[config.mk]
export PLATFORM = sky130hd
export DESIGN_NAME = dns_query_name_extractor_top
export DESIGN_NICKNAME = d
export VERILOG_FILES = /design/src/hdl/dnsqx_pkg.sv /design/src/hdl/dns_query_name_extractor_top.sv
export SDC_FILE = /design/constraint.sdc
export NUM_CORES = 1
export LEC_CHECK = 0
export BUFFER_PORTS_ARGS = -buffer_cell sky130_fd_sc_hd__buf_4
export CORE_MARGIN = 3
export CORE_UTILIZATION = 58
export DETAILED_ROUTE_END_ITERATION = 7
export HOLD_SLACK_MARGIN = 0.12
export MAX_ROUTING_LAYER = met4
export PLACE_DENSITY = 0.79
export SLEW_MARGIN = 0
export SYNTH_ARGS = -nofsm -noshare
export SYNTH_HDL_FRONTEND = slang
export SYNTH_SLANG_ARGS = --single-unit
[constraint.sdc]
create_clock -name clk -period 4.5 [get_ports clk]
set_clock_uncertainty 0.2 [all_clocks]
set_input_delay 0.225 -clock clk [delete_from_list [all_inputs] [get_ports clk]]
set_output_delay 0.225 -clock clk [all_outputs]
set_load 0.02 [all_outputs]
[src/hdl/dnsqx_pkg.sv]
// Shared constants and types for the DNS query-name extractor.
`timescale 1ns / 1ps

package dnsqx_pkg;

  localparam int unsigned HEADER_BYTES = 12;
  localparam logic [7:0]  POINTER_MASK = 8'hC0;
  localparam logic [7:0]  DOT_CHAR     = 8'h2E;
  localparam logic [7:0]  LIMIT_RESET  = 8'd255;

  typedef enum logic [1:0] {
    KIND_NONE   = 2'd0,
    KIND_CHAR   = 2'd1,
    KIND_FINISH = 2'd2
  } kind_t;

  typedef enum logic [3:0] {
    PH_HEADER = 4'b0001,
    PH_LENGTH = 4'b0010,
    PH_LABEL  = 4'b0100,
    PH_DONE   = 4'b1000
  } phase_t;

endpackage

[src/hdl/dns_query_name_extractor_top.sv]
// DNS query-name extractor: top level, parse state and result register.
// Takes one message byte per item and returns one result per item. An item
// can be accepted every cycle; its result appears in the output register in the
// cycle after acceptance. The only thing that holds off input is a full output
// register whose result is stalled, so while the output is not stalled the
// sustained rate is one item per clock. The first 12 bytes are skipped, then
// labels are emitted as dotted text, one character per result; the name ends
// on a zero length byte, a compression pointer, the name_limit count or the
// last byte. A message shorter than 13 bytes finishes with parse_status set.
`timescale 1ns / 1ps

module dns_query_name_extractor_top
  import dnsqx_pkg::*;
(
  input  logic       clk,
  input  logic       rst,
  // configuration
  input  logic       cfg_we,
  input  logic [7:0] cfg_data,
  // input channel
  input  logic       in_valid,
  output logic       in_stall,
  input  logic [7:0] data_byte,
  input  logic       last_byte,
  // output channel
  output logic       out_valid,
  input  logic       out_stall,
  output logic [1:0] result_kind,
  output logic [7:0] name_char,
  output logic [7:0] name_length,
  output logic       parse_status
);

  logic [7:0] name_limit;
  phase_t     parse_phase, parse_phase_next;
  logic [3:0] header_count, header_count_next, header_inc;
  logic [7:0] label_remaining, label_remaining_next;
  logic [7:0] emitted_count, emitted_count_next;
  logic [7:0] emitted_inc, emitted_dot;
  kind_t      kind;
  logic [7:0] ch;
  logic       status;
  logic       accept;
  logic       stop_byte;

  assign in_stall    = out_valid && out_stall;
  assign accept      = in_valid && !in_stall;
  assign header_inc  = header_count + 4'd1;
  assign emitted_inc = emitted_count + 8'd1;
  // a dot precedes every label but the first
  assign emitted_dot = (emitted_count != 8'd0) ? emitted_inc : emitted_count;
  assign stop_byte   = (data_byte == 8'd0) ||
                       ((data_byte & POINTER_MASK) == POINTER_MASK);

  always_comb begin
    parse_phase_next     = parse_phase;
    header_count_next    = header_count;
    label_remaining_next = label_remaining;
    emitted_count_next   = emitted_count;
    kind                 = KIND_NONE;
    ch                   = 8'd0;
    status               = 1'b0;
    unique case (parse_phase)
      PH_HEADER: begin
        if (last_byte) begin
          kind   = KIND_FINISH;
          status = 1'b1;
        end else begin
          header_count_next = header_inc;
          if (header_inc >= 4'(HEADER_BYTES)) parse_phase_next = PH_LENGTH;
        end
      end
      PH_LENGTH: begin
        if (emitted_count >= name_limit || stop_byte) begin
          kind             = KIND_FINISH;
          parse_phase_next = PH_DONE;
        end else begin
          if (emitted_count != 8'd0) begin
            ch   = DOT_CHAR;
            kind = KIND_CHAR;
          end
          emitted_count_next = emitted_dot;
          if (emitted_dot >= name_limit) begin
            kind             = KIND_FINISH;
            parse_phase_next = PH_DONE;
          end else begin
            label_remaining_next = data_byte;
            parse_phase_next     = PH_LABEL;
          end
        end
      end
      PH_LABEL: begin
        ch                   = data_byte;
        kind                 = KIND_CHAR;
        emitted_count_next   = emitted_inc;
        label_remaining_next = label_remaining - 8'd1;
        if (emitted_inc >= name_limit) begin
          kind             = KIND_FINISH;
          parse_phase_next = PH_DONE;
        end else if (label_remaining_next == 8'd0) begin
          parse_phase_next = PH_LENGTH;
        end
      end
      PH_DONE: begin
      end
      default: begin
      end
    endcase
    // message end also ends a name still in progress
    if (last_byte && (parse_phase == PH_LENGTH || parse_phase == PH_LABEL))
      kind = KIND_FINISH;
  end

  always_ff @(posedge clk) begin
    if (rst) begin
      name_limit <= LIMIT_RESET;
    end else if (cfg_we) begin
      name_limit <= cfg_data;
    end
  end

  always_ff @(posedge clk) begin
    if (rst) begin
      parse_phase     <= PH_HEADER;
      header_count    <= 4'd0;
      label_remaining <= 8'd0;
      emitted_count   <= 8'd0;
    end else if (accept) begin
      if (last_byte) begin
        parse_phase     <= PH_HEADER;
        header_count    <= 4'd0;
        label_remaining <= 8'd0;
        emitted_count   <= 8'd0;
      end else begin
        parse_phase     <= parse_phase_next;
        header_count    <= header_count_next;
        label_remaining <= label_remaining_next;
        emitted_count   <= emitted_count_next;
      end
    end
  end

  always_ff @(posedge clk) begin
    if (rst) begin
      out_valid <= 1'b0;
    end else if (accept) begin
      out_valid <= 1'b1;
    end else if (!out_stall) begin
      out_valid <= 1'b0;
    end
  end

  always_ff @(posedge clk) begin
    if (accept) begin
      result_kind  <= kind;
      name_char    <= ch;
      name_length  <= emitted_count_next;
      parse_status <= status;
    end
  end

  a_status_finish: assert property (@(posedge clk) disable iff (rst)
    (out_valid && parse_status) |-> (result_kind == KIND_FINISH && name_length == 8'd0))
    else $error("short-message status without finish");

  a_none_no_char: assert property (@(posedge clk) disable iff (rst)
    (out_valid && result_kind == KIND_NONE) |-> (name_char == 8'd0))
    else $error("character reported on empty result");

  a_stall_full: assert property (@(posedge clk) disable iff (rst)
    in_stall |-> out_valid)
    else $error("input held off with empty result register");

  a_last_clears: assert property (@(posedge clk) disable iff (rst)
    (accept && last_byte) |=> (parse_phase == PH_HEADER && emitted_count == 8'd0))
    else $error("state not cleared after last byte");

endmodule
==> impl_metrics.ini, run 1 <==
[clock_tree]
cts_max_level = 2
root_buffer = clkbuf_8
clkLatencyLatePin_ns = 0.31
cts_tree = yes
clk_path_buf_depth = 2
numCtsBuffers = 5
cts_resized = 0
clkSlewWorstSetupHoldPaths_ns = 0.10
cts_sinks = 52

[power]
p_comb_frac = 0.167
clkPwrFrac = 0.287
total_power_mw = 0.936
switching_power_mw = 0.250
internal_power_mw = 0.686
p_sw_frac = 0.267
power_frac_seq = 0.546
p_per_area_nw_per_um2 = 227
peakVddDrop_mv = 0.161
power_leakage_nw = 1.80

[grt]
grt_pass1_wl_um = 13800
overflow = 0
first_global_vias = 2926
grt_max_degree = 23
grtUsageTotal = 0.275
antenna_found_initial = 0

[synthesis]
synth_ff_type = dfxtp_1
ys_ff_latch = 52
synth_edf_count = 19
syn_area_per_cell_um2 = 9.10
seq_area_frac_synth = 0.369
yosysTopAreaCell = dfxtp_1
synth_nets = 418
synth_top_area_share = 0.198
ys_types = 61
synth-warning-count = 0
synthTopCellsByArea = dfxtp_1, edfxtp_1, ha_1, nand2_1, xnor2_1
synthCells = 367
ys_async_sr_fraction = 0
syn_area_um2 = 3340

[worst_hold_path]
min_path_type = input pin to flop

[run_status]
status = complete, no violations

[die]
std_cell_rows = 27
coreArea_um2 = 5540
initial_core_util = 0.603
die_height_um = 81.9
die_x_um = 81.9
io_pins = 43
die-area_um2 = 6700

[timing]
max_freq_mhz = 274
slew_violations = 0
rsz0062_at_grt = false
setup_slack_ns = 0.847
slew_headroom = 0.359
setup_tns_ns = 0
fin_crit_sh = 0.812
min_period_ns = 3.65
tightestPinTransition_ns = 0.962
finalHoldViolations = 0
fin_hold_ws_ns = 0.292
finalSetupViolCount = 0

[worst_setup_path]
cp_num_buf_inv = 0
path_class = flop to flop
crit_path_cell_trace = nand3_1 > nor2_1 > and3_1 > xnor2_1 > ha_1 > nand4_1 > o31ai_1 > a2111oi_4 > or4b_1 > a21oi_1
endpoint_kind = flop
cp_top_family = simple AND/OR/NAND/NOR gates
worstPathMaxFanout = 8
worstSetupStartpointType = flop
cpPeakStageDelay_ns = 0.62
cp.arrival_ns = 3.70
critPathSlowestCell = o31ai_1
required_ns = 4.55

[layout]
final_common_cell = buf_4
antenna_cells = 0
area_growth_pct = 23.3
nets = 484
layout.cells.most_common_list = buf_4, nand2_1, dlygate4sd3_1
stdcell_area_um2 = 4120
drive_gt1_frac = 0.145

[flow_run]
maxCapViolCount = 0

[route]
totalWireLength_um = 8400
wl_per_cell_um = 16.6
drt_first_iter_violations = 311
vias_per_cell = 6.04
ant_nets = 0
first_pass_iters = 5
drc = 0
via_count = 3056

[place]
hpwl_um = 5720
placed_area_um2 = 3680
pre_cts_ws_ns = 0.897
gp_congestion = 0.934
portBuffers = 42
-- stage by stage --
stage | util | instances
detailed placement | 0.664 | 463
global route | 0.743 | 506
floorplan | - | 367
global placement | 0.664 | 463
CTS | 0.743 | 506
finish | 0.743 | 506
-- worst reg2reg max path, delay by kind of cell (launching register included) --
family | cells | cell delay [ns]
AO/OA/AOI/OAI | 3 | 0.88
adder cells (fa/ha/maj) | 1 | 0.30
AND/OR/NAND/NOR | 5 | 1.65
XOR/XNOR | 1 | 0.10
flip-flops | 1 | 0.48
-- Yosys cell counts (4+ instances only) --
cell type  count
o31ai_1        4
o21ai_0       16
and3_1         4
nand3_1       11
inv_1         18
ha_1          29
a31oi_1        4
xor2_1        10
a21oi_1       17
xnor2_1       14
edfxtp_1      19
nor4_1         5
nand2b_1       5
nor3_1        10
o211ai_1      13
o21a_1         5
a22oi_1        4
dfxtp_1       33
clkbuf_1      16
a211o_1        4
nand2_1       36
nand4_1        7
and2_1         5
nor2_1        23
-- kinds of logic (layout without fill, tap and decap cells) --
family	count (synthesis)	in the layout	share of synthesized area
buffers and inverters	41	108	0.0491
flip-flops	52	52	0.369
multiplexers	5	5	0.0161
AO/OA/AOI/OAI	92	92	0.201
AND/OR/NAND/NOR	124	124	0.193
XOR/XNOR	24	24	0.0629
adder cells (fa/ha/maj)	29	29	0.109
-- flip-flops by register name, indices dropped and copies added (netlist names) --
name / count
emitted_count: 8
header_count: 4
label_remaining: 8
name_char: 8
name_length: 8
name_limit: 8
out_valid: 1
parse_phase: 4
parse_status: 1
result_kind: 2
-- path summary, 6_finish.rpt --
path                 startpoint                  to  cells past startpoint  slack (ns)
max            emitted_count[2]      parse_phase[2]                     10        0.85
min                   out_stall  label_remaining[5]                      5        0.29
max reg2reg    emitted_count[2]      parse_phase[2]                     10        0.85
min reg2reg  label_remaining[3]  label_remaining[3]                      2        0.32
-- power by group through the flow --
stage	Sequential [mW]	Combinational [mW]	Clock, mW
after global routing	0.514	0.172	0.289
after global placement	0.522	0.126	0
after detailed placement	0.522	0.129	0
final	0.512	0.156	0.268
after CTS	0.511	0.154	0.273
after floorplan	0.533	0.0658	0
-- routing by layer --
| metal | vias to the layer above | track usage | wire, um |
|---|---|---|---|
| li1 | 1492 | - | - |
| met1 | 1401 | 0.332 | 3610 |
| met2 | 130 | 0.443 | 3950 |
| met3 | 33 | 0.0570 | 545 |
| met4 | 0 | 0.116 | 293 |
| met5 | - | - | 0 |
-- what timing repair did --
item / 4_1_cts / 5_1_grt
hold buffers: 35 / 0
hold endpoints to repair: 34 / 0
buffers inserted: 0 / 0
-- cell type report --
type	instances	area, um^2
repair buffers	80	688
clock inverters	2	16.3
well taps	72	90.1
multi-input cells	274	1940
flip-flops and latches	52	1230
clock buffers	6	72.6
fillers	401	1420
inverters	20	75.1
Note: power is estimated with default switching activity, not from simulation.
==> run 2, diff against run 1 <==
clock period = 3.7 ns   (was 4.5 ns; I/O delays follow)
==> run 2 against run 1 <==
Effect of this change: non-clock buffer count is 6 higher; die area stayed put; total power is 31% higher; critical path depth is 1 higher; largest power group unchanged; register-to-register slack worse by 0.63 ns; highest routed layer unchanged.
==> impl_metrics.ini, run 2 (synthesis results as in run 1) <==
[run_status]
status = complete, no violations

[power]
p_per_area_nw_per_um2 = 293
internal_power_mw = 0.921
switching_power_mw = 0.310
power_frac_seq = 0.505
p_comb_frac = 0.154
clkPwrFrac = 0.341
power_leakage_nw = 1.85
p_sw_frac = 0.252
peakVddDrop_mv = 0.178

[layout]
drive_gt1_frac = 0.164
area_growth_pct = 26.0
final_common_cell = buf_4
layout.cells.most_common_list = buf_4, nand2_1, dlygate4sd3_1
fillCellCount = 382
antenna_cells = 0
fin_cells = 512
nets = 490

[worst_setup_path]
path_class = flop to flop
cp.arrival_ns = 3.53
required_ns = 3.74
endpoint_kind = flop
worstSetupStartpointType = flop
worstPathMaxFanout = 6

[route]
wl_per_cell_um = 16.7
drc = 0
via_count = 3112
totalWireLength_um = 8540
first_pass_iters = 5
ant_nets = 0
vias_per_cell = 6.08
drt_first_iter_violations = 367

[die]
die_height_um = 81.9
initial_core_util = 0.603
coreArea_um2 = 5540
std_cell_rows = 27
die-area_um2 = 6700
die_x_um = 81.9
io_pins = 43

[timing]
slew_headroom = 0.499
fin_crit_sh = 0.942
setup_slack_ns = 0.213
setup_tns_ns = 0
min_period_ns = 3.49
finalSetupViolCount = 0
slew_violations = 0
max_freq_mhz = 287
tightestPinTransition_ns = 0.751
finalHoldViolations = 0
rsz0062_at_grt = false

[place]
gp_congestion = 0.897
portBuffers = 42
hpwl_um = 5750
pre_cts_ws_ns = 0.279
dp.cells = 469

[grt]
overflow = 0
first_global_vias = 2934
grt_pass1_wl_um = 13800
grt_max_degree = 23
antenna_found_initial = 0
grtUsageTotal = 0.273

[clock_tree]
numCtsBuffers = 5
cts_sinks = 52
clk_path_buf_depth = 2
clkSlewWorstSetupHoldPaths_ns = 0.10
clkLatencyLatePin_ns = 0.30
root_buffer = clkbuf_8
cts_tree = yes
cts_max_level = 2

[worst_hold_path]
min_path_type = flop to flop

[flow_run]
maxCapViolCount = 0
run 2: through the flow:
step / area [um^2] / util / power, mW / hold slack [ns]
after floorplan: 3340 / - / 0.728 / 0.109
after global placement: 3720 / 0.672 / 0.785 / 0.194
after detailed placement: 3720 / 0.672 / 0.789 / 0.202
after CTS: 4200 / 0.757 / 1.23 / 0.311
after global routing: 4210 / 0.759 / 1.28 / 0.330
final: 4210 / 0.759 / 1.23 / 0.314
run 2: cell type report:
cell class	instances	area (um^2)	area share
multi-input cells	274	1960	0.465
flip-flops and latches	52	1230	0.293
repair buffers	86	733	0.174
well taps	72	90.1	0.0214
clock buffers	6	82.6	0.0196
inverters	20	75.1	0.0178
clock inverters	2	38.8	0.00922
run 2: worst paths after layout:
check                     startpoint  cells past startpoint                 end  slack (ns)
setup / recovery    emitted_count[0]                     11      parse_phase[2]        0.21
hold / removal    label_remaining[3]                      2  label_remaining[3]        0.31
setup reg to reg    emitted_count[0]                     11      parse_phase[2]        0.21
hold reg to reg   label_remaining[3]                      2  label_remaining[3]        0.31
run 2: layer usage:
metal | part of all wire | GRT usage
met2 | 0.47 | 0.437
met5 | 0 | -
met1 | 0.44 | 0.353
met4 | 0.023 | 0.0947
met3 | 0.067 | 0.0395
run 2: power groups by stage:
stage | Clock [mW] | Sequential, mW | Combinational, mW
after floorplan | 0 | 0.648 | 0.0800
after global placement | 0 | 0.635 | 0.151
after detailed placement | 0 | 0.635 | 0.154
after CTS | 0.422 | 0.622 | 0.185
after global routing | 0.448 | 0.624 | 0.207
final | 0.420 | 0.622 | 0.189
run 2: what timing repair did:
| item | CTS | global route |
|---|---|---|
| gates resized for setup | 0 | 2 |
| hold buffers | 35 | 0 |
| endpoints found under the hold margin | 35 | 0 |
| setup buffers | 0 | 0 |
| endpoints found under the setup margin | 0 | 3 |
run 2: critical path: stages, from the launching register on:
cell and delay, ns:
dfxtp_1 0.48, inv_1 0.13, ha_1 0.23, nand4_1 0.23
mux2_2 0.39, ha_1 0.17, or4_1 0.39, a21oi_1 0.14
o31a_2 0.23, and3_4 0.23, or4b_1 0.43, a21oi_1 0.17
==> run 3, diff against run 2 <==
CTS_CLUSTER_SIZE = 8   (was default)
RECOVER_POWER = 50   (was default)
clock period = 3.4 ns   (was 3.7 ns; I/O delays follow)
==> run 3 against run 2 <==
Effect of this change: routed wire length up 5.3%; sequential share of layout area down 0.10 points; hold slack better by 0.028 ns; clock power up 19%; final area increased by 0.45%; largest cell class unchanged; global-route usage up 2.1 points; core utilization grew 0.34 points; non-clock buffer count increased by 14; first-iteration DRC count decreased by 8.7%; sequential cell count unchanged; cell count up 2.5%; critical path type unchanged; critical endpoint unchanged; largest power group unchanged.
==> impl_metrics.ini, run 3 (synthesis results as in run 1) <==
[run_status]
status = complete, no violations

[power]
p_per_area_nw_per_um2 = 326
peakVddDrop_mv = 0.205
power_frac_seq = 0.491
internal_power_mw = 1.04
power_leakage_nw = 1.82
clkPwrFrac = 0.363
switching_power_mw = 0.337
p_comb_frac = 0.145
p_sw_frac = 0.244

[route]
drt_first_iter_violations = 335
ant_nets = 0
drc = 0
wl_per_cell_um = 17.1
totalWireLength_um = 8990
via_count = 3191
first_pass_iters = 5
vias_per_cell = 6.08

[worst_hold_path]
min_path_type = flop to flop
hold_path_depth = 2

[die]
die-area_um2 = 6700
coreArea_um2 = 5540
std_cell_rows = 27
die_height_um = 81.9
initial_core_util = 0.603
io_pins = 43
die_x_um = 81.9

[timing]
finalSetupViolCount = 0
max_freq_mhz = 306
finalHoldViolations = 0
slew_violations = 0
tightestPinTransition_ns = 0.989
fin_crit_sh = 0.961
min_period_ns = 3.27
slew_headroom = 0.341

[clock_tree]
cts_sinks = 52
cts_tree = yes
clkLatencyLatePin_ns = 0.32
root_buffer = clkbuf_8
cts_max_level = 2
numCtsBuffers = 5
clk_path_buf_depth = 2
clkSlewWorstSetupHoldPaths_ns = 0.10

[grt]
grt_pass1_wl_um = 14800
first_global_vias = 3164
grtUsageTotal = 0.294
overflow = 0
grt_max_degree = 22
antenna_found_initial = 0

[worst_setup_path]
cp.arrival_ns = 3.32
critPathSlowestCell = or4b_1
cpPeakStageDelay_ns = 0.43
worstSetupStartpointType = flop
rr_worst_depth = 11
crit_path_cell_trace = nor4_2 > buf_4 > nand4_1 > mux2_2 > ha_1 > or4_1 > a21oi_1 > o31a_2 > and3_4 > or4b_1 > a21oi_1
crit_path_frequent_cell = a21oi_1
path_class = flop to flop
cp_top_family = simple AND/OR/NAND/NOR gates
cp_num_buf_inv = 1
worstPathMaxFanout = 5
endpoint_kind = flop
required_ns = 3.45
path_depth = 11

[place]
portBuffers = 42
gp_congestion = 0.875
hpwl_um = 5980
placed_area_um2 = 3810
dp.cells = 480

[layout]
fin_cells = 525
drive_gt1_frac = 0.135
antenna_cells = 0
area_growth_pct = 26.5
nets = 504
final_common_cell = buf_4
layout.cells.most_common_list = buf_4, nand2_1, dlygate4sd3_1
stdcell_area_um2 = 4230

[flow_run]
maxCapViolCount = 0
[run 3: worst min-delay path, cell delays in order (launching register included)]
cell      delay [ns]
dfxtp_1         0.34
o211ai_1        0.10
nand2_1         0.06
[run 3: area by class of cell]
type,count,area [um^2]
Clock buffer,5,68.8
Sequential cell,52,1230
Multi-Input combinational cell,274,1960
Clock inverter,2,60.1
Tap cell,72,90.1
Timing Repair Buffer,100,741
Fill cell,395,1320
Inverter,20,75.1
[run 3: repair_timing]
item	CTS	global route
setup endpoints to repair	0	8
endpoints found under the hold margin	36	0
hold buffers	35	0
gates resized for setup	0	4
buffers inserted	0	3
[run 3: path summary, 6_finish.rpt]
check             slack [ns]                from                  to
setup / recovery        0.13    emitted_count[6]      parse_phase[2]
hold / removal          0.34  label_remaining[6]  label_remaining[6]
setup reg to reg        0.13    emitted_count[6]      parse_phase[2]
hold reg to reg         0.34  label_remaining[6]  label_remaining[6]
[run 3: per-stage QoR]
| stage | setup slack (ns) | total power, mW | hold slack (ns) | setup TNS, ns | utilization |
|---|---|---|---|---|---|
| after floorplan | 0.0749 | 0.792 | 0.0941 | 0 | - |
| after global placement | 0.161 | 0.857 | 0.184 | 0 | 0.687 |
| after detailed placement | 0.0747 | 0.863 | 0.189 | 0 | 0.687 |
| after CTS | 0.0546 | 1.39 | 0.247 | 0 | 0.773 |
| after global routing | -0.0420 | 1.43 | 0.377 | -0.0422 | 0.763 |
| final | 0.134 | 1.38 | 0.341 | 0 | 0.763 |
[run 3: power groups by stage]
stage                     registers, mW  logic [mW]  clock network (mW)
final                             0.677       0.200               0.501
after CTS                         0.677       0.207               0.507
after global placement            0.691       0.167                   0
after global routing              0.680       0.218               0.531
after detailed placement          0.691       0.172                   0
after floorplan                   0.705      0.0871                   0
[run 3: per-layer routing]
layer	track usage	up-vias	part of all wire
li1	-	1532	-
met1	0.356	1489	0.43
met2	0.491	150	0.49
met3	0.0482	20	0.066
met4	0.111	0	0.020
met5	-	-	0
